==> src/design/mbc_pkg.sv <==
// ----------------------------------------------------------------------------
// Correction mixer package
// Shared types and codes for the step/ramp correction mixer.
// ----------------------------------------------------------------------------
package mbc_pkg;

    // Operation codes carried by an input transfer.
    typedef enum logic [1:0] {
        OP_LOAD_STEP = 2'd0,
        OP_LOAD_RAMP = 2'd1,
        OP_ADD_BLEP  = 2'd2,
        OP_SAMPLE    = 2'd3
    } t_op;

    // Register indexes on the configuration port.
    localparam logic REG_KEY_SCALING = 1'b0;
    localparam logic REG_LIMIT_FREQ  = 1'b1;

    // Limiting frequency bounds and the default, Q1.16.
    localparam logic [16:0] FREQ_MIN  = 17'd8192;
    localparam logic [16:0] FREQ_MAX  = 17'd65536;
    localparam logic [16:0] FREQ_HALF = 17'd32768;

    localparam logic signed [23:0] Q420_MAX = 24'sh7FFFFF;
    localparam logic signed [23:0] Q420_MIN = -24'sh800000;

    typedef struct packed {
        logic        key_scaling_on;
        logic [16:0] limiting_freq;
    } t_cfg;

    typedef enum logic [3:0] {
        S_CLR,
        S_IDLE,
        S_SMP,
        S_INIT,
        S_CHK,
        S_RD1,
        S_RD2,
        S_MUL1,
        S_MUL2,
        S_ACC
    } t_state;

endpackage

==> src/design/mbc_cfg_regs.sv <==
// ----------------------------------------------------------------------------
// Configuration registers
// APB-style register file holding key scaling and the limiting frequency.
// ----------------------------------------------------------------------------
module mbc_cfg_regs (
    input  logic              i_clk,
    input  logic              i_rst_n,
    input  logic              psel,
    input  logic              penable,
    input  logic              pwrite,
    input  logic [2:0]        paddr,
    input  logic [31:0]       pwdata,
    output logic [31:0]       prdata,
    output logic              pready,
    output mbc_pkg::t_cfg     o_cfg
);

    mbc_pkg::t_cfg r_cfg;
    logic          wr_en;

    assign pready = 1'b1;
    assign wr_en  = psel & penable & pwrite;

    always_ff @(posedge i_clk) begin
        if (!i_rst_n) begin
            r_cfg.key_scaling_on <= 1'b0;
            r_cfg.limiting_freq  <= mbc_pkg::FREQ_HALF;
        end else if (wr_en) begin
            if (paddr[2] == mbc_pkg::REG_KEY_SCALING) begin
                r_cfg.key_scaling_on <= pwdata[0];
            end else begin
                r_cfg.limiting_freq <= pwdata[16:0];
            end
        end
    end

    always_comb begin
        if (paddr[2] == mbc_pkg::REG_LIMIT_FREQ) begin
            prdata = {15'd0, r_cfg.limiting_freq};
        end else begin
            prdata = {31'd0, r_cfg.key_scaling_on};
        end
    end

    assign o_cfg = r_cfg;

endmodule

==> config.mk <==
export PLATFORM = sky130hd
export DESIGN_NAME = mbc_cfg_regs
export DESIGN_NICKNAME = d
export VERILOG_FILES = /design/src/design/mbc_pkg.sv /design/src/design/mbc_cfg_regs.sv
export SDC_FILE = /design/constraint.sdc
export NUM_CORES = 1
export LEC_CHECK = 0
export BUFFER_PORTS_ARGS = -buffer_cell sky130_fd_sc_hd__buf_2
export CAP_MARGIN = 30
export CORE_ASPECT_RATIO = 0.9
export CORE_MARGIN = 5
export CORE_UTILIZATION = 33
export CTS_CLUSTER_DIAMETER = 80
export DETAILED_ROUTE_END_ITERATION = 16
export HOLD_SLACK_MARGIN = 0.05
export PLACE_DENSITY_LB_ADDON = 0.3
export SLEW_MARGIN = 30
export SYNTH_ARGS = -nofsm -noshare
export SYNTH_HDL_FRONTEND = slang
export SYNTH_SLANG_ARGS = --single-unit
export TNS_END_PERCENT = 1
==> constraint.sdc <==
create_clock -name i_clk -period 0.8 [get_ports i_clk]
set_input_delay 0 -clock i_clk [delete_from_list [all_inputs] [get_ports i_clk]]
set_output_delay 0 -clock i_clk [all_outputs]
set_load 0.01 [all_outputs]
==> flow_summary.ini <==
[status]
status = finished with violations
failed_checks = negative setup slack

[global_routing]
grtUsageTotal_pct = 12.8
first_global_vias = 915
grt-ovfl-total = 0
grt_antenna_before_repair = 0
grt_max_degree = 24
grt_pass1_wl_um = 4020

[critical_path]
endpoint_kind = primary output
worstRegToRegCells = 4
critPathLaunchType = flip-flop
path_class = reg2out
required_ps = 800
arrival_ps = 1000
cp_max_fo = 2

[synthesis]
seq_area_frac_synth_pct = 36.3
synthSimpleGateAreaFrac_pct = 26.4
synth_top_family_by_area = simple AND/OR/NAND/NOR gates
synth_edf_count = 0
synth_compound_area_share_pct = 0
ys_ff_latch = 18
ys_async_sr_fraction_pct = 0
yosys_most_used_dff = dfxtp_1
syn_avg_cell_area_sq_um = 8.63
synthAdderAreaFrac_pct = 0
synth_cells = 115
netlist_area_sq_um = 992
synthXorXnorAreaFrac_pct = 0
muxShareOfSynthArea_pct = 19.3
ys_types = 15
yosys_warnings = 0

[min_path]
hold_path_depth = 3
hp-class = in2reg

[drt]
routedWlPerCell_um = 12.0
viasPerCell = 4.09
drcViolationCount = 0
finalWirelength_um = 2820
vias = 960
first_pass_iters = 4
ant_nets = 0
drt_iter0_drc = 26

[floorplan]
rows = 18
start_util_pct = 35.2
ios = 91
die_area_sq_um = 4200
die_width_um = 67.8
core_sq_um = 2820
die_h_um = 62.0

[power_and_ir_drop]
ir_worst_vdd_uv = 825
finalPower_w = 0.00185
powerDensity_nw_per_um2 = 1120
power.leakage_nw = 0.817

[cells_and_area]
syn_to_final_growth_pct = 67.6
postLayoutCellArea_sq_um = 1660
drive_above_1_share_pct = 50.3
fin_util_pct = 59.1
largest_reg_flops = 18
nNetsFinal = 236
diodes = 0

[sta]
grt_setup_unrepaired = yes
setup_slack_ps = -200
setup_viol = 19
fin_crit_ps = 1000
hold_viol = 0
finalMaxSlewViolations = 0
skew_ps = 0
fmax_ghz = 1.00
setup_tns_ps = -1500
final.period_utilization_pct = 125

[clock_tree]
cts_buffers = 3
clock-root-buffer = clkbuf_4
ctsHtreeMaxLevel = 1
clk_pin_slew_ps = 100
cts_tree = yes
clock_path_buffers = 2
clock-sinks = 18
worst_skew_pair.late_latency_ps = 280

[placement]
io_buffers = 57
gp_congestion = 0.636
dp_hpwl_um = 1870
placed_area_sq_um = 1270

[flow_run]
cap_violations = 0
-- worst max-delay path: stages, from the launching register on --
cell and delay, ps:
dfxtp_2 330, mux2_4 270, buf_6 120
-- cell usage in the layout (no fill, tap or decap) --
master / n
and4_1: 1
dfxtp_2: 18
and2_1: 6
mux2i_1: 18
conb_1: 16
clkbuf_4: 3
buf_2: 44
clkbuf_8: 1
buf_6: 15
buf_12: 2
and2_4: 10
nor2b_1: 2
buf_4: 4
mux2_4: 1
dlygate4sd3_1: 20
nand4b_1: 1
nand2_1: 33
-- kinds of logic after synthesis --
| logic type | count (synthesis) |
|---|---|
| buffers and inverters | 23 |
| other | 2 |
| flip-flops | 18 |
| multiplexers | 19 |
| AND/OR/NAND/NOR | 53 |
-- repair_timing --
item / in CTS / in global routing
hold endpoints to repair: 18 / 0
hold buffers: 20 / 0
endpoints found under the setup margin: 22 / 26
buffers inserted: 2 / 1
resized for setup: 28 / 16
-- final timing paths --
path	slack, ps	start	to
worst max-delay path	-200	o_cfg[17]$_SDFFE_PN0P_	prdata[0]
worst min-delay path	80	i_rst_n	o_cfg[15]$_SDFFE_PN1P_
worst max register to register	50	o_cfg[0]$_SDFFE_PN0P_	o_cfg[0]$_SDFFE_PN0P_
worst min register to register	470	o_cfg[4]$_SDFFE_PN0P_	o_cfg[4]$_SDFFE_PN0P_
-- Yosys cell counts (2+ instances only) --
cell | count | area [sq um]
conb_1 | 2 | 7.51
nand2_1 | 33 | 124
and2_1 | 10 | 62.6
clkbuf_1 | 4 | 15.0
mux2i_1 | 18 | 180
dfxtp_1 | 18 | 360
nor2b_1 | 2 | 12.5
and2_2 | 6 | 45.0
buf_4 | 16 | 120
-- power breakdown --
group / leakage [nW] / total, W / internal, W / switching [W]
clock network: 0.0210 / 0.000544 / 0.000277 / 0.000267
logic: 0.643 / 0.000379 / 0.000206 / 0.000173
registers: 0.154 / 0.000932 / 0.000919 / 0.0000136
total: 0.817 / 0.00185 / 0.00140 / 0.000454
-- metrics by stage --
step | hold WS (ps) | std cells | setup WS (ps)
after detailed placement | 259 | 208 | -11.7
after CTS | 63.9 | 234 | -209
after floorplan | 142 | 129 | 98.5
after global placement | 250 | 208 | 31.7
final | 75.2 | 235 | -200
after global routing | 118 | 235 | -233
-- final cells by class --
cell class | instances | area, sq um
fill | 246 | 1150
timing repair buffer | 85 | 659
multi-input combinational | 88 | 534
sequential | 18 | 383
tap | 40 | 50.0
clock buffer | 4 | 36.3
-- layer usage --
layer	global-route usage, %	vias to the layer above	share of wire, %
li1	-	489	-
met1	12.2	425	36
met5	0	-	0
met2	26.9	44	55
met3	3.06	2	7.6
met4	3.40	0	0.96
(Power assumes the default switching activity.)
